<file path="config.mk">
export PLATFORM = sky130hd
export DESIGN_NAME = host_interface_word_port_unit
export DESIGN_NICKNAME = d
export VERILOG_FILES = /design/src/hiwp_pkg.sv /design/src/hiwp_ram.sv /design/src/hiwp_rx_fifo.sv /design/src/hiwp_core.sv /design/src/host_interface_word_port_unit.sv
export SDC_FILE = /design/constraint.sdc
export NUM_CORES = 1
export LEC_CHECK = 0
export ABC_AREA = 1
export BUFFER_PORTS_ARGS = -buffer_cell sky130_fd_sc_hd__buf_4
export CAP_MARGIN = 30
export CORE_ASPECT_RATIO = 1.4
export CORE_UTILIZATION = 40
export DETAILED_ROUTE_END_ITERATION = 6
export GPL_TIMING_DRIVEN = 0
export SYNTH_ARGS = -nofsm -noshare
export SYNTH_HDL_FRONTEND = slang
export SYNTH_HIERARCHICAL = 1
export SYNTH_SLANG_ARGS = --single-unit
</file>
<file path="constraint.sdc">
create_clock -name clk -period 15.6 [get_ports clk]
set_input_delay 1.56 -clock clk [delete_from_list [all_inputs] [get_ports clk]]
set_output_delay 1.56 -clock clk [all_outputs]
set_load 0.005 [all_outputs]
</file>
<file path="src/hiwp_pkg.sv">
// hiwp_pkg: shared types, codes and constants of the host interface word port
// no dependencies; used by every module of the block except hiwp_ram

package hiwp_pkg;

  localparam int WORD_W = 24;
  localparam int RX_FIFO_DEPTH = 16;

  localparam logic [7:0] RX_TIMEOUT_RESET = 8'd50;
  localparam logic [7:0] INT_VECTOR_RESET = 8'h0f;

  // item functions
  localparam logic [1:0] FUNC_READ = 2'd0;
  localparam logic [1:0] FUNC_WRITE = 2'd1;
  localparam logic [1:0] FUNC_RX_WORD = 2'd2;
  localparam logic [1:0] FUNC_TICK = 2'd3;

  // bus register indexes
  localparam logic [2:0] REG_ICR = 3'd0;
  localparam logic [2:0] REG_CVR = 3'd1;
  localparam logic [2:0] REG_ISR = 3'd2;
  localparam logic [2:0] REG_IVR = 3'd3;
  localparam logic [2:0] REG_SPARE = 3'd4;
  localparam logic [2:0] REG_TXH = 3'd5;
  localparam logic [2:0] REG_TXM = 3'd6;
  localparam logic [2:0] REG_TXL = 3'd7;

  // byte slots of a data word
  localparam logic [1:0] SLOT_H = 2'd0;
  localparam logic [1:0] SLOT_M = 2'd1;
  localparam logic [1:0] SLOT_L = 2'd2;

  localparam int ICR_HLEND_BIT = 5;
  localparam int CVR_HC_BIT = 7;
  localparam int ISR_RXDF_BIT = 0;

  typedef struct packed {
    logic [1:0]        func;
    logic [2:0]        reg_index;
    logic              halfword;
    logic [15:0]       write_data;
    logic [WORD_W-1:0] rx_word;
    logic [15:0]       tick_cycles;
  } item_t;

  typedef struct packed {
    logic [15:0]       read_data;
    logic              tx_valid;
    logic [WORD_W-1:0] tx_word;
    logic              irq_valid;
    logic [7:0]        irq_vector;
    logic              rx_can_accept;
    logic              rx_overflow;
  } result_t;

  typedef struct packed {
    logic push;
    logic pop;
  } fifo_ctrl_t;

  typedef struct packed {
    logic empty;
    logic full;
  } fifo_stat_t;

endpackage

</file>
<file path="src/hiwp_ram.sv">
// hiwp_ram: generic single-write, single-read RAM with registered read data
// no dependencies

module hiwp_ram #(
  parameter int WIDTH = 24,
  parameter int DEPTH = 16,
  localparam int AW = (DEPTH > 1) ? $clog2(DEPTH) : 1
) (
  input  logic                 clk,
  input  logic                 wr_en,
  input  logic [AW-1:0]        wr_addr,
  input  logic [WIDTH-1:0]     wr_data,
  input  logic [AW-1:0]        rd_addr,
  output logic [WIDTH-1:0]     rd_data
);

  logic [WIDTH-1:0] mem [DEPTH];

  always_ff @(posedge clk) begin
    if (wr_en) begin
      mem[wr_addr] <= wr_data;
    end
    rd_data <= mem[rd_addr];
  end

endmodule

</file>
<file path="src/hiwp_rx_fifo.sv">
// hiwp_rx_fifo: receive word queue, RAM backed, with the head word held in a register
// depends on hiwp_pkg and hiwp_ram

module hiwp_rx_fifo #(
  parameter int DEPTH = hiwp_pkg::RX_FIFO_DEPTH
) (
  input  logic                        clk,
  input  logic                        rst,
  input  hiwp_pkg::fifo_ctrl_t        ctrl,
  input  logic [hiwp_pkg::WORD_W-1:0] push_word,
  output hiwp_pkg::fifo_stat_t        stat,
  output logic [hiwp_pkg::WORD_W-1:0] front_word
);

  localparam int AW = (DEPTH > 1) ? $clog2(DEPTH) : 1;
  localparam int CW = $clog2(DEPTH + 1);
  localparam logic [AW-1:0] LAST = AW'(DEPTH - 1);
  localparam logic [CW-1:0] FULL_COUNT = CW'(DEPTH);

  logic [AW-1:0] head, head_next, tail, rd_addr;
  logic [CW-1:0] count, count_next;
  logic [hiwp_pkg::WORD_W-1:0] front, front_next, ram_rdata, second, byp_data;
  logic byp_hit;

  function automatic logic [AW-1:0] wrap_inc(input logic [AW-1:0] a);
    return (a == LAST) ? '0 : a + 1'b1;
  endfunction

  // ram output holds the entry after the head; a write at the same edge bypasses it
  assign second = byp_hit ? byp_data : ram_rdata;
  assign head_next = ctrl.pop ? wrap_inc(head) : head;
  assign rd_addr = wrap_inc(head_next);

  always_comb begin
    case ({ctrl.push, ctrl.pop})
      2'b10:   count_next = count + CW'(1);
      2'b01:   count_next = count - CW'(1);
      default: count_next = count;
    endcase
  end

  always_comb begin
    front_next = front;
    if (ctrl.pop) begin
      if (count > CW'(1)) begin
        front_next = second;
      end else if (ctrl.push) begin
        front_next = push_word;
      end
    end else if (ctrl.push && count == '0) begin
      front_next = push_word;
    end
  end

  hiwp_ram #(
    .WIDTH (hiwp_pkg::WORD_W),
    .DEPTH (DEPTH)
  ) u_ram (
    .clk     (clk),
    .wr_en   (ctrl.push),
    .wr_addr (tail),
    .wr_data (push_word),
    .rd_addr (rd_addr),
    .rd_data (ram_rdata)
  );

  always_ff @(posedge clk) begin
    if (rst) begin
      head    <= '0;
      tail    <= '0;
      count   <= '0;
      byp_hit <= 1'b0;
    end else begin
      head    <= head_next;
      count   <= count_next;
      byp_hit <= ctrl.push && (tail == rd_addr);
      if (ctrl.push) begin
        tail <= wrap_inc(tail);
      end
    end
  end

  always_ff @(posedge clk) begin
    front    <= front_next;
    byp_data <= push_word;
  end

  assign stat.empty = (count == '0);
  assign stat.full = (count == FULL_COUNT);
  assign front_word = front;

endmodule

</file>
<file path="src/hiwp_core.sv">
// hiwp_core: bus register file, transmit assembly, receive flag and timeout logic
// depends on hiwp_pkg; drives the receive fifo through fifo_ctrl_t

module hiwp_core (
  input  logic                        clk,
  input  logic                        rst,
  input  logic                        fire,
  input  hiwp_pkg::item_t             item,
  input  logic [7:0]                  rx_timeout,
  input  hiwp_pkg::fifo_stat_t        fifo_stat,
  input  logic [hiwp_pkg::WORD_W-1:0] front_word,
  output hiwp_pkg::fifo_ctrl_t        fifo_ctrl,
  output hiwp_pkg::result_t           result
);

  localparam int RXDF = hiwp_pkg::ISR_RXDF_BIT;

  typedef struct packed {
    logic [7:0]                  data;
    logic [7:0]                  status;
    logic [hiwp_pkg::WORD_W-1:0] cur;
    logic                        loaded;
  } rx_rd_t;

  typedef struct packed {
    logic [2:0][7:0]             bytes;
    logic [2:0]                  mask;
    logic                        valid;
    logic [hiwp_pkg::WORD_W-1:0] word;
  } tx_put_t;

  logic [7:0] control, control_next;
  logic [7:0] vector, vector_next;
  logic [7:0] status, status_next;
  logic [7:0] int_vector, int_vector_next;
  logic [7:0] spare, spare_next;
  logic [hiwp_pkg::WORD_W-1:0] rx_current, rx_current_next;
  logic [2:0][7:0] tx_bytes, tx_bytes_next;
  logic [2:0] tx_mask, tx_mask_next;
  logic [15:0] timeout_count, timeout_count_next;

  logic le, avail, push, pop;
  logic [1:0] slot;
  logic [16:0] tick_sum;
  logic [15:0] tick_sat;
  rx_rd_t rd_a, rd_b;
  tx_put_t put_a, put_b;
  hiwp_pkg::result_t res;

  // byte read of the receive register; loads the next word when the flag is clear
  function automatic rx_rd_t get_rx(input logic [1:0] idx, input logic end_le,
                                    input logic [7:0] st,
                                    input logic [hiwp_pkg::WORD_W-1:0] cur,
                                    input logic have, input logic [hiwp_pkg::WORD_W-1:0] nxt);
    rx_rd_t r;
    r.data = '0;
    r.status = st;
    r.cur = cur;
    r.loaded = 1'b0;
    if (!st[RXDF] && have) begin
      r.cur = nxt;
      r.status[RXDF] = 1'b1;
      r.loaded = 1'b1;
    end
    if (r.status[RXDF]) begin
      case (idx)
        hiwp_pkg::SLOT_H: r.data = end_le ? r.cur[7:0] : r.cur[23:16];
        hiwp_pkg::SLOT_M: r.data = r.cur[15:8];
        default:          r.data = end_le ? r.cur[23:16] : r.cur[7:0];
      endcase
      // last byte in the current order frees the receive register
      if ((end_le && idx == hiwp_pkg::SLOT_H) || (!end_le && idx == hiwp_pkg::SLOT_L)) begin
        r.status[RXDF] = 1'b0;
      end
    end
    return r;
  endfunction

  // store one transmit byte; emits the word once all three are in
  function automatic tx_put_t put_tx(input logic [1:0] idx, input logic [7:0] val,
                                     input logic [2:0][7:0] bytes, input logic [2:0] mask,
                                     input logic end_le);
    tx_put_t p;
    p.bytes = bytes;
    p.bytes[idx] = val;
    p.mask = mask | (3'b001 << idx);
    p.valid = 1'b0;
    p.word = '0;
    if (p.mask == 3'b111) begin
      p.word = end_le ? {p.bytes[2], p.bytes[1], p.bytes[0]}
                      : {p.bytes[0], p.bytes[1], p.bytes[2]};
      p.valid = 1'b1;
      p.bytes = '0;
      p.mask = '0;
    end
    return p;
  endfunction

  assign le = control[hiwp_pkg::ICR_HLEND_BIT];
  assign avail = !fifo_stat.empty;
  assign slot = 2'(item.reg_index - hiwp_pkg::REG_TXH);
  assign tick_sum = {1'b0, timeout_count} + {1'b0, item.tick_cycles};
  assign tick_sat = tick_sum[16] ? 16'hffff : tick_sum[15:0];

  always_comb begin
    control_next = control;
    vector_next = vector;
    status_next = status;
    int_vector_next = int_vector;
    spare_next = spare;
    rx_current_next = rx_current;
    tx_bytes_next = tx_bytes;
    tx_mask_next = tx_mask;
    timeout_count_next = timeout_count;
    push = 1'b0;
    pop = 1'b0;
    res = '0;

    rd_a = get_rx(hiwp_pkg::SLOT_H, le, status, rx_current, avail, front_word);
    rd_b = rd_a;
    put_a = put_tx(hiwp_pkg::SLOT_H, item.write_data[7:0], tx_bytes, tx_mask, le);
    put_b = put_a;

    case (item.func)
      hiwp_pkg::FUNC_READ: begin
        if (!item.halfword) begin
          case (item.reg_index)
            hiwp_pkg::REG_ICR:   res.read_data = {8'h00, control};
            hiwp_pkg::REG_CVR:   res.read_data = {8'h00, vector};
            hiwp_pkg::REG_ISR:   res.read_data = {8'h00, status};
            hiwp_pkg::REG_IVR:   res.read_data = {8'h00, int_vector};
            hiwp_pkg::REG_SPARE: res.read_data = {8'h00, spare};
            default: begin
              rd_a = get_rx(slot, le, status, rx_current, avail, front_word);
              res.read_data = {8'h00, rd_a.data};
              status_next = rd_a.status;
              rx_current_next = rd_a.cur;
              pop = rd_a.loaded;
            end
          endcase
        end else if (item.reg_index == hiwp_pkg::REG_SPARE) begin
          rd_a = get_rx(hiwp_pkg::SLOT_H, le, status, rx_current, avail, front_word);
          res.read_data = {8'h00, rd_a.data};
          status_next = rd_a.status;
          rx_current_next = rd_a.cur;
          pop = rd_a.loaded;
        end else if (item.reg_index == hiwp_pkg::REG_TXM) begin
          rd_a = get_rx(hiwp_pkg::SLOT_M, le, status, rx_current, avail, front_word);
          rd_b = get_rx(hiwp_pkg::SLOT_L, le, rd_a.status, rd_a.cur,
                        avail && !rd_a.loaded, front_word);
          res.read_data = {rd_a.data, rd_b.data};
          status_next = rd_b.status;
          rx_current_next = rd_b.cur;
          pop = rd_a.loaded || rd_b.loaded;
        end
        if (pop) begin
          timeout_count_next = '0;
        end
      end

      hiwp_pkg::FUNC_WRITE: begin
        if (!item.halfword) begin
          case (item.reg_index)
            hiwp_pkg::REG_ICR: control_next = item.write_data[7:0];
            hiwp_pkg::REG_CVR: begin
              vector_next = item.write_data[7:0];
              if (item.write_data[hiwp_pkg::CVR_HC_BIT]) begin
                res.irq_valid = 1'b1;
                res.irq_vector = {item.write_data[6:0], 1'b0};
                vector_next[hiwp_pkg::CVR_HC_BIT] = 1'b0;
              end
            end
            hiwp_pkg::REG_ISR:   status_next = item.write_data[7:0];
            hiwp_pkg::REG_IVR:   int_vector_next = item.write_data[7:0];
            hiwp_pkg::REG_SPARE: spare_next = item.write_data[7:0];
            default: begin
              put_a = put_tx(slot, item.write_data[7:0], tx_bytes, tx_mask, le);
              tx_bytes_next = put_a.bytes;
              tx_mask_next = put_a.mask;
              res.tx_valid = put_a.valid;
              res.tx_word = put_a.word;
            end
          endcase
        end else if (item.reg_index == hiwp_pkg::REG_SPARE) begin
          spare_next = item.write_data[15:8];
          put_a = put_tx(hiwp_pkg::SLOT_H, item.write_data[7:0], tx_bytes, tx_mask, le);
          tx_bytes_next = put_a.bytes;
          tx_mask_next = put_a.mask;
          res.tx_valid = put_a.valid;
          res.tx_word = put_a.word;
        end else if (item.reg_index == hiwp_pkg::REG_TXM) begin
          put_a = put_tx(hiwp_pkg::SLOT_M, item.write_data[15:8], tx_bytes, tx_mask, le);
          put_b = put_tx(hiwp_pkg::SLOT_L, item.write_data[7:0], put_a.bytes, put_a.mask, le);
          tx_bytes_next = put_b.bytes;
          tx_mask_next = put_b.mask;
          res.tx_valid = put_a.valid || put_b.valid;
          res.tx_word = put_a.valid ? put_a.word : put_b.word;
        end
      end

      hiwp_pkg::FUNC_RX_WORD: begin
        push = !fifo_stat.full;
        res.rx_overflow = fifo_stat.full;
        // with an empty queue the word just delivered is the one loaded
        if (!status[RXDF] && (avail || push)) begin
          pop = 1'b1;
          rx_current_next = avail ? front_word : item.rx_word;
          status_next[RXDF] = 1'b1;
          timeout_count_next = '0;
        end
      end

      default: begin
        if (status[RXDF] && avail) begin
          if (tick_sat >= {8'h00, rx_timeout}) begin
            pop = 1'b1;
            rx_current_next = front_word;
            timeout_count_next = '0;
          end else begin
            timeout_count_next = tick_sat;
          end
        end
      end
    endcase

    res.rx_can_accept = !status_next[RXDF];
  end

  assign fifo_ctrl.push = fire && push;
  assign fifo_ctrl.pop = fire && pop;
  assign result = res;

  always_ff @(posedge clk) begin
    if (rst) begin
      control       <= '0;
      vector        <= '0;
      status        <= '0;
      int_vector    <= hiwp_pkg::INT_VECTOR_RESET;
      spare         <= '0;
      rx_current    <= '0;
      tx_bytes      <= '0;
      tx_mask       <= '0;
      timeout_count <= '0;
    end else if (fire) begin
      control       <= control_next;
      vector        <= vector_next;
      status        <= status_next;
      int_vector    <= int_vector_next;
      spare         <= spare_next;
      rx_current    <= rx_current_next;
      tx_bytes      <= tx_bytes_next;
      tx_mask       <= tx_mask_next;
      timeout_count <= timeout_count_next;
    end
  end

endmodule

</file>
<file path="src/host_interface_word_port_unit.sv">
// host_interface_word_port_unit: top level of the host word port
// depends on hiwp_pkg, hiwp_core and hiwp_rx_fifo
// path: the input transfer loads the input register, and the result register loads from it
// when the result register is free or being drained (out_ready)
// throughput one item per cycle while out_ready does not stall the result register
// reset: synchronous; registers, flags and timeout return to reset values, fifo empty

module host_interface_word_port_unit #(
  parameter int RX_FIFO_DEPTH = hiwp_pkg::RX_FIFO_DEPTH
) (
  input  logic                        clk,
  input  logic                        rst,
  input  logic                        in_valid,
  output logic                        in_ready,
  input  logic [1:0]                  func,
  input  logic [2:0]                  reg_index,
  input  logic                        halfword,
  input  logic [15:0]                 write_data,
  input  logic [hiwp_pkg::WORD_W-1:0] rx_word,
  input  logic [15:0]                 tick_cycles,
  output logic                        out_valid,
  input  logic                        out_ready,
  output logic [15:0]                 read_data,
  output logic                        tx_valid,
  output logic [hiwp_pkg::WORD_W-1:0] tx_word,
  output logic                        irq_valid,
  output logic [7:0]                  irq_vector,
  output logic                        rx_can_accept,
  output logic                        rx_overflow,
  input  logic                        cfg_valid,
  output logic                        cfg_ready,
  input  logic [7:0]                  cfg_data
);

  logic item_valid, fire;
  hiwp_pkg::item_t item;
  hiwp_pkg::result_t res, res_q;
  hiwp_pkg::fifo_ctrl_t fifo_ctrl;
  hiwp_pkg::fifo_stat_t fifo_stat;
  logic [hiwp_pkg::WORD_W-1:0] front_word;
  logic [7:0] rx_timeout;

  // the held item moves on whenever the result register is free or being drained
  assign fire = item_valid && (!out_valid || out_ready);
  assign in_ready = !item_valid || fire;
  assign cfg_ready = 1'b1;

  always_ff @(posedge clk) begin
    if (rst) begin
      item_valid <= 1'b0;
      out_valid  <= 1'b0;
      rx_timeout <= hiwp_pkg::RX_TIMEOUT_RESET;
    end else begin
      if (in_ready) begin
        item_valid <= in_valid;
      end
      if (fire) begin
        out_valid <= 1'b1;
      end else if (out_ready) begin
        out_valid <= 1'b0;
      end
      if (cfg_valid) begin
        rx_timeout <= cfg_data;
      end
    end
  end

  always_ff @(posedge clk) begin
    if (in_valid && in_ready) begin
      item.func        <= func;
      item.reg_index   <= reg_index;
      item.halfword    <= halfword;
      item.write_data  <= write_data;
      item.rx_word     <= rx_word;
      item.tick_cycles <= tick_cycles;
    end
    if (fire) begin
      res_q <= res;
    end
  end

  hiwp_core u_core (
    .clk        (clk),
    .rst        (rst),
    .fire       (fire),
    .item       (item),
    .rx_timeout (rx_timeout),
    .fifo_stat  (fifo_stat),
    .front_word (front_word),
    .fifo_ctrl  (fifo_ctrl),
    .result     (res)
  );

  hiwp_rx_fifo #(
    .DEPTH (RX_FIFO_DEPTH)
  ) u_rx_fifo (
    .clk        (clk),
    .rst        (rst),
    .ctrl       (fifo_ctrl),
    .push_word  (item.rx_word),
    .stat       (fifo_stat),
    .front_word (front_word)
  );

  assign read_data = res_q.read_data;
  assign tx_valid = res_q.tx_valid;
  assign tx_word = res_q.tx_word;
  assign irq_valid = res_q.irq_valid;
  assign irq_vector = res_q.irq_vector;
  assign rx_can_accept = res_q.rx_can_accept;
  assign rx_overflow = res_q.rx_overflow;

endmodule

</file>
== Yosys cells after proc, flatten, opt, wreduce, memory -nomap -nowiden ==
Memories as Yosys holds them, arrays and structs flattened. A register that Yosys moved wholly into a read port is not among the register bits.
Cells that the tools add are included.

* Register bits: 292
* Memories: 1
* Memory bits (writable): 384
* Logic and storage cells: 253
* Bits of input ports: 75

{| class="wikitable"
|+ Memory list
! memory !! words !! bits a word !! read ports !! clocked after memory_dff !! wr ports !! RTL line !! RTL
|-
| u_rx_fifo.u_ram.mem || 16 || 24 || 1 || 1 || 1 || hiwp_ram.sv:17 || <nowiki>logic [WIDTH-1:0] mem [DEPTH];</nowiki>
|}

* Mux-type cells: 119
* Magnitude comparators: 4
* Bitwise gates (word level): 6
* Equality and inequality tests: 28
* Add/subtract/negate cells: 7
* Reduce and logical (&&, ||, !) cells: 51
* Shifts and indexed selects: 1

{| class="wikitable"
|+ Operators by type and width
! cell !! number
|-
| $mux W24 || 22
|-
| $mux W26 || 16
|-
| $mux W52 || 7
|-
| $mux W44 || 5
|-
| $mux W16 || 8
|-
| $mux W8 || 16
|-
| $mux W25 || 4
|-
| $pmux W24 S3 || 1
|-
| $pmux W16 S3 || 1
|-
| $pmux W8 S5 || 1
|-
| $bwmux W24 || 1
|-
| $mux W1 || 22
|-
| $add A16 B16 Y17 || 1
|-
| $demux W8 S2 || 1
|-
| $ge A16 B8 Y1 || 1
|-
| $mux W4 || 4
|-
| $pmux W8 S2 || 1
|-
| $reduce_and A4 Y1 || 4
|-
| $reduce_and A5 Y1 || 3
|-
| $logic_and A1 B1 Y1 || 14
|-
| $pmux W7 S2 || 1
|-
| $add A4 B1 Y4 const B || 3
|-
| $eq A2 B2 Y1 const B || 6
|-
| $eq A4 B4 Y1 const B || 3
|-
| other kinds (36) || 70
|}

== Depth between registers and ports, before layout ==
Gate-level depths: netlist of the first run.

* Depth after elaboration: 28
* Depth in mapped cells: 37

== By module ==
Netlist of the first run, hierarchy kept.

{| class="wikitable"
|+ Modules (own cells, without submodules)
! module !! cells each !! instances !! area each (µm²)
|-
| hiwp_ram || 1597 || 1 || 16951.3
|-
| hiwp_core || 1427 || 1 || 8854.7
|-
| host_interface_word_port_unit || 163 || 1 || 3821.2
|-
| hiwp_rx_fifo || 271 || 1 || 2632.5
|}

== Worst setup path before layout of the first run ==
Ideal clock, no wire load.

* Path kind: input-to-reg
* From: input port out_ready
* To: register u_rx_fifo.u_ram.rd_data[10], read port of u_rx_fifo.u_ram.mem
* Setup time: 0.114 ns
* Path buffers: 3
* Setup slack: 8.532 ns
* Data arrival time: 6.954 ns
* Data required time: 15.486 ns
* Stages on the path: 20
* Path through: inv_1 a21oi_1 inv_1 nor3_1 nand2_1 buf_2 a31oi_1 inv_2 nor2_4 nand2_2 nand2_4 nand2_1 nand2_1 nand2_1 inv_1 buf_2 buf_1 nand3_1 nand3_1 nand2_1

{| class="wikitable"
|+ RTL lines
! item !! RTL line !! RTL
|-
| start: declaration || host_interface_word_port_unit.sv:22 || <nowiki>input logic out_ready,</nowiki>
|-
| end: declaration || hiwp_ram.sv:14 || <nowiki>output logic [WIDTH-1:0] rd_data</nowiki>
|}

==> results of run 1 <==
==> power breakdown <==
group          internal [mW]  switching, mW  total, mW
sequential              2.04         0.0454       2.09
clock                   1.02          0.731       1.75
combinational          0.126          0.275      0.401
==> cell usage after synthesis (14+ instances only) <==
cell | instances | area [um^2]
nor2_1 | 215 | 807
o21ai_0 | 152 | 761
o211ai_1 | 19 | 143
dfxtp_1 | 178 | 3560
buf_4 | 19 | 143
a21oi_1 | 142 | 711
o22ai_1 | 18 | 113
nand3_1 | 371 | 1860
a21oi_2 | 22 | 193
a31oi_1 | 14 | 87.6
ha_1 | 38 | 475
a221oi_1 | 32 | 280
nand2_1 | 879 | 3300
buf_2 | 60 | 300
clkbuf_1 | 72 | 270
or2_2 | 20 | 125
nand4_1 | 18 | 113
inv_1 | 446 | 1670
mux2i_1 | 26 | 260
edfxtp_1 | 522 | 15700
inv_2 | 21 | 78.8
==> worst paths after layout <==
path	slack [ps]	endpoint	start
worst max-delay path	9140	u_rx_fifo/u_ram/rd_data[21]	item[0]
worst min-delay path	450	u_core/timeout_count[14]	u_core/timeout_count[14]
worst max register to register	9140	u_rx_fifo/u_ram/rd_data[21]	item[0]
worst min register to register	450	u_core/timeout_count[14]	u_core/timeout_count[14]
==> cell families after synthesis <==
family / after synthesis / synth area share, %
XOR/XNOR: 7 / 0.190
other: 2 / 0.0233
flip-flops: 700 / 59.6
AND/OR/NAND/NOR: 1565 / 20.6
AO/OA/AOI/OAI: 473 / 8.99
buffers and inverters: 646 / 8.18
multiplexers: 26 / 0.807
adder cells (fa/ha/maj): 39 / 1.54
==> metrics by stage <==
| step | power [mW] | utilization, % | setup slack [ps] | instance area, um^2 |
|---|---|---|---|---|
| floorplan | 2.35 | - | 8530 | 32300 |
| global placement | 2.52 | 43.5 | 5260 | 34500 |
| detailed placement | 2.52 | 43.8 | 8970 | 34800 |
| CTS | 4.26 | 46.9 | 9230 | 37200 |
| global route | 4.38 | 46.9 | 8640 | 37200 |
| finish | 4.24 | 46.9 | 9140 | 37200 |
==> registers in the layout, indices dropped and copies added, names as in the netlist, 16 cells and up <==
name                     flops
u_core/timeout_count        16
u_rx_fifo/front_word        24
u_core/tx_bytes             24
read_data                   16
u_rx_fifo/u_ram/rd_data     24
tx_word                     24
u_rx_fifo/u_ram/mem        384
u_core/rx_current           24
u_rx_fifo/byp_data          24
item                        62
==> metal layers <==
layer	part of all wire, %	global-route usage [%]	wire, um	vias up
met5	0	0	0	-
li1	-	-	-	11996
met1	37	25.4	36000	11926
met2	52	44.0	50800	981
met4	6.5	15.8	6360	0
met3	5.2	3.11	5100	306
==> worst min-delay path, delay by kind of cell (launching register included) <==
family,cells,cell delay [ps]
and+or+nand+nor,2,90
DFF,1,320
==> layout make-up <==
type | count | area, um^2 | area share, %
flip-flops and latches | 700 | 19200 | 51.7
multi-input cells | 2112 | 10500 | 28.3
clock buffers | 92 | 1930 | 5.19
inverters | 476 | 1800 | 4.83
well taps | 1054 | 1320 | 3.55
repair buffers | 134 | 1090 | 2.94
plain buffers | 170 | 845 | 2.27
clock inverters | 37 | 458 | 1.23
==> summary.txt, run 1 <==
status -> completed
layout cells sized above 1 -> 11.8%
antenna fix cells -> 0
synthesis-to-layout area growth -> 15.3%
GRT Util Overall -> 23.8%
post-DP HPWL -> 70.0 mm
WHS Path Cells -> 2
WP buf/inv -> 3
final std cells w/o fill -> 4775
post-route ant nets -> 0
Max Freq -> 0.155 GHz
largest net degree at the start of global routing -> 40
Port Buf Inserts -> 127
first-pass GRT wire length -> 146 mm
hold buffer count at cts -> 0
warnings from Yosys -> 6
antenna violations before repair -> 1
DP Cell Count -> 4646
Core Area -> 0.0794 mm^2
clk slew on worst S/H paths -> 60 ps
post-cts resize count -> 0
Num CTS Buffers -> 71
post-route clock period utilization -> 41.4%
crit-path max FO -> 10
slowest CP cell -> a31oi_1
Nets -> 3779
sequential fraction of the synthesis area -> 59.6%
fillers -> 7473
I/O pins -> 130
Post-Synthesis Cells -> 3458
via/cell ratio -> 5.28
Syn Std Cell Area -> 0.0323 mm^2
pins over their slew limit -> 0
Max-Cap Viols -> 0
clk root buf -> clkbuf_16
clk sink count -> 700
CTS H-tree depth -> 3
die height -> 338 um
Vias -> 25209
final WL -> 98.2 mm
class of the worst hold path -> flop to flop
starting density of the core -> 40.6%
Clock Skew -> 30.1 ps
Worst R2R Path Depth -> 32
pin slew with the least headroom to its limit -> 1020 ps
GP Congestion -> 0.956
Pleak -> 15.2 nW
maximum vdd drop -> 0.0792 mV
die width -> 242 um
P per Cell Area -> 114 mW/mm^2
# DRC -> 0
vias in the first global route -> 24273
initial DRC count -> 2038
final hold viol count -> 0
CP Depth -> 32
Unique masters post-synth -> 61
FFs w/ async S/R, synth -> 0%
min Tclk post-route -> 6460 ps
smallest hold slack -> 451 ps
most frequent cells in the layout -> nand2_1 (879), edfxtp_1 (522), inv_1 (445)
worst endpoint required time -> 16100 ps
Synth Register Bits -> 700
Row Count -> 122
die area -> 0.0818 mm^2
Mean Syn Cell Area -> 9.33 um^2
CTS max path bufs -> 3
Post-synth EDFFs -> 522
number of setup violations in the final report -> 0
Crit path arrival time -> 6960 ps
clock latency on the worst-skew pair -> 640 ps
Largest stage delay, worst path -> 740 ps
Max-Slew Margin vs Limit -> 31.7%
Crit. End Element -> flop
DRT Pass-1 Iters -> 6
GRT overflow -> 0
final setup TNS -> 0 ps
Syn Nets -> 3572
cell repeated most along the worst path -> nand2_1
Top delay family on crit path -> simple AND/OR/NAND/NOR gates
Worst setup SP type -> flop
Post-CTS Setup Inserts -> 0
WL per Instance -> 20.6 um
crit path kind -> flop to flop
prevailing post-synth register cell -> edfxtp_1
CTS tree -> built
RSZ-0062 raised after global routing -> false
commonest non-fill, non-tap cell in the layout -> nand2_1
Power figures use the tool's default switching activity.
==> run 2: changes to the inputs <==
ABC_AREA = 0   (was 1)
clock period = 5.7 ns   (was 15.6 ns; I/O delays follow)
==> summary.txt, run 2 <==
status -> completed
M1 wire length -> 30.8 mm (-15%)
final std cells w/o fill -> 3447 (-28%)
top cells by count, synth -> edfxtp_1 (522), nand2_1 (186), dfxtp_1 (178)
pins over their slew limit -> 0 (unchanged)
fin util -> 48.3% (+1.5 points)
area occupied by multi-input gates -> 0.0104 mm^2 (-1.5%)
Max-Slew Margin vs Limit -> 26.3% (-5.4 points)
worst endpoint required time -> 6210 ps (-9890 ps)
starting density of the core -> 40.4% (-0.28 points)
# DRC -> 0 (unchanged)
Clock Skew -> 26.3 ps (-3.83 ps)
count leader, synth -> edfxtp_1
FFs w/ async S/R, synth -> 0% (unchanged)
Nets -> 2542 (-33%)
antenna violations before repair -> 0 (-1)
synthesis-to-layout area growth -> 19.7%
CTS max path bufs -> 3 (unchanged)
RSZ-0062 raised after global routing -> true
Synth Register Bits -> 700 (unchanged)
final hold viol count -> 0 (unchanged)
post-route ant nets -> 0 (unchanged)
commonest non-fill, non-tap cell in the layout -> edfxtp_1
die area -> 0.0757 mm^2 (-7.4%)
Mean Syn Cell Area -> 13.7 um^2 (+47%)
dominant cells by area after synthesis -> edfxtp_1 (53%), dfxtp_1 (12%), mux4_2 (7.2%)
worst-case hold path end point -> item[30]
pre-CTS setup slack -> -1650 ps (-10620 ps)
hold buffer count at cts -> 0 (unchanged)
pin slew with the least headroom to its limit -> 1110 ps (+81.2 ps)
GRT overflow -> 0 (unchanged)
post-DP HPWL -> 56.7 mm (-19%)
via/cell ratio -> 5.66 (+7.2%)
crit-path max FO -> 10 (unchanged)
Worst setup SP type -> flop
WL per Instance -> 23.8 um (+15%)
warnings from Yosys -> 6 (unchanged)
Largest regs -> u_rx_fifo/u_ram/mem (384), item (62)
most flop-heavy register -> u_rx_fifo/u_ram/mem
Post-Synthesis Cells -> 2177 (-37%)
routed length on met2 -> 43.8 mm (-14%)
Max Freq -> 0.178 GHz (+15%)
min Tclk post-route -> 5610 ps (-848 ps)
Design Power -> 11.3 mW (+170%)
most frequent cells in the layout -> edfxtp_1 (522), nand2_1 (185), dfxtp_1 (178)
Crit path arrival time -> 6120 ps (-840 ps)
final instance area -> 0.0357 mm^2 (-3.9%)
layout cells sized above 1 -> 22.4% (+11 points)
I/O pins -> 130 (unchanged)
die width -> 233 um (-3.8%)
Vias -> 19516 (-23%)
class of the worst hold path -> input port to flop
Syn Nets -> 2291 (-36%)
final WL -> 81.9 mm (-17%)
Hold Startpoint -> rx_word[14]
antenna fix cells -> 0 (unchanged)
Reg2Reg Setup Slack -> 90 ps (-9050 ps)
Crit. End Element -> flop
clk sink count -> 700 (unchanged)
Row Count -> 118 (-3.3%)
WHS Path Cells -> 1 (-1)
fillers -> 6344 (-15%)
sequential fraction of the synthesis area -> 64.4% (+4.8 points)
Unique masters post-synth -> 79 (+30%)
P per Cell Area -> 316 mW/mm^2 (+180%)
maximum vdd drop -> 0.201 mV (+150%)
first-pass GRT wire length -> 123 mm (-16%)
Max-Cap Viols -> 0 (unchanged)
Num CTS Buffers -> 71 (unchanged)
Worst R2R Path Depth -> 25 (-22%)
post-route clock period utilization -> 98.5% (+57 points)
DP Cell Count -> 3279 (-29%)
initial DRC count -> 1615 (-21%)
Pleak -> 12.2 nW (-20%)
prevailing post-synth register cell -> edfxtp_1
crit path kind -> flop to flop
Post-synth EDFFs -> 522 (unchanged)
number of flip-flops in the largest register -> 384 (unchanged)
clk slew on worst S/H paths -> 60 ps (about the same)
die height -> 325 um (-3.8%)
worst setup margin -> 88.0 ps (-9050 ps)
sequential cell area -> 0.0192 mm^2 (unchanged)
clock latency on the worst-skew pair -> 640 ps (about the same)
GP Congestion -> 0.919 (-3.9%)
highest metal used -> met4
Port Buf Inserts -> 128 (+0.79%)
routed length on met3 -> 3.57 mm (-30%)
final setup TNS -> 0 ps (unchanged)
CTS H-tree depth -> 3 (unchanged)
Yosys top cell area share -> 52.5% (+3.9 points)
Core Area -> 0.0740 mm^2 (-6.8%)
r2r startpoint -> item[0]
DRT Pass-1 Iters -> 6 (unchanged)
largest net degree at the start of global routing -> 43 (+7.5%)
clk root buf -> clkbuf_16
vias in the first global route -> 20358 (-16%)
post-synth top area cell -> edfxtp_1
smallest hold slack -> 104 ps (-347 ps)
number of setup violations in the final report -> 0 (unchanged)
GRT Util Overall -> 21.6% (-2.2 points)
CTS tree -> built
Syn Std Cell Area -> 0.0299 mm^2 (-7.5%)
dpl cell area -> 0.0323 mm^2 (-7.2%)
R2R Path End -> u_rx_fifo/u_ram/rd_data[17]
## run 2: cell families after synthesis
logic type | Yosys count | share of synthesized area [%]
AO/OA/AOI/OAI | 472 | 10.3
buffers and inverters | 174 | 2.62
XOR/XNOR | 18 | 0.528
flip-flops | 700 | 64.4
other | 2 | 0.0252
adder cells (fa/ha/maj) | 39 | 1.66
AND/OR/NAND/NOR | 543 | 8.36
multiplexers | 229 | 12.1
## run 2: power breakdown
part / total [mW] / switching [mW] / internal, mW / leakage (nW)
registers: 5.68 / 0.101 / 5.58 / 6.21
logic: 0.902 / 0.511 / 0.391 / 4.81
clock network: 4.70 / 2.06 / 2.64 / 1.14
total: 11.3 / 2.67 / 8.61 / 12.2
## run 2: metal layers
| metal | up-vias | track usage [%] |
|---|---|---|
| met1 | 9796 | 24.1 |
| li1 | 8856 | - |
| met2 | 689 | 39.9 |
| met5 | - | 0 |
| met4 | 0 | 10.5 |
| met3 | 175 | 2.73 |
## run 2: worst max-delay path by stage
stage          slack (ps)                           to  cells past startpoint      start
3_5_place_dp        -1650  u_rx_fifo/u_ram/rd_data[21]                     24    item[0]
5_1_grt              -250  u_rx_fifo/u_ram/rd_data[10]                     24    item[0]
2_1_floorplan          40      u_rx_fifo/front_word[0]                     17    item[0]
4_1_cts              0.03  u_rx_fifo/u_ram/rd_data[14]                     23    item[0]
6_report               90  u_rx_fifo/u_ram/rd_data[17]                     25    item[0]
3_3_place_gp        -2840   u_rx_fifo/u_ram/mem[4][11]                      6  out_ready
## run 2: layout make-up
cell class                 instances  area share, %
sequential                       700           53.8
multi-input combinational       1303           29.0
clock buffer                      86           5.19
timing repair buffer             181           4.33
tap                              960           3.36
buffer                           140           2.60
clock inverter                    46           1.39
inverter                          31          0.326
## run 2: worst max-delay path, stage by stage, from the launching register on
cell and delay (ps):
edfxtp_1 400, ha_2 220, fa_2 370, a21o_1 210
a221oi_4 260, o21ai_2 110, nand4_1 180, nand2_4 120
buf_6 160, nor2_4 90, inv_1 50, ha_1 260
a21o_1 160, a211oi_2 200, nor3_2 60, a211o_1 310
nor4_4 320, a41oi_2 200, buf_6 220, mux2i_4 250
xor2_1 210, buf_6 210, clkbuf_8 220, mux4_2 330
a22oi_2 270, nand2_1 110
## run 2: timing repair
| item | in CTS | in global routing |
|---|---|---|
| gates resized for setup | 118 | 49 |
| pin swaps | 16 | 23 |
| setup buffers | 24 | 10 |
| endpoints found under the setup margin | 69 | 24 |
| gates cloned | 2 | 3 |
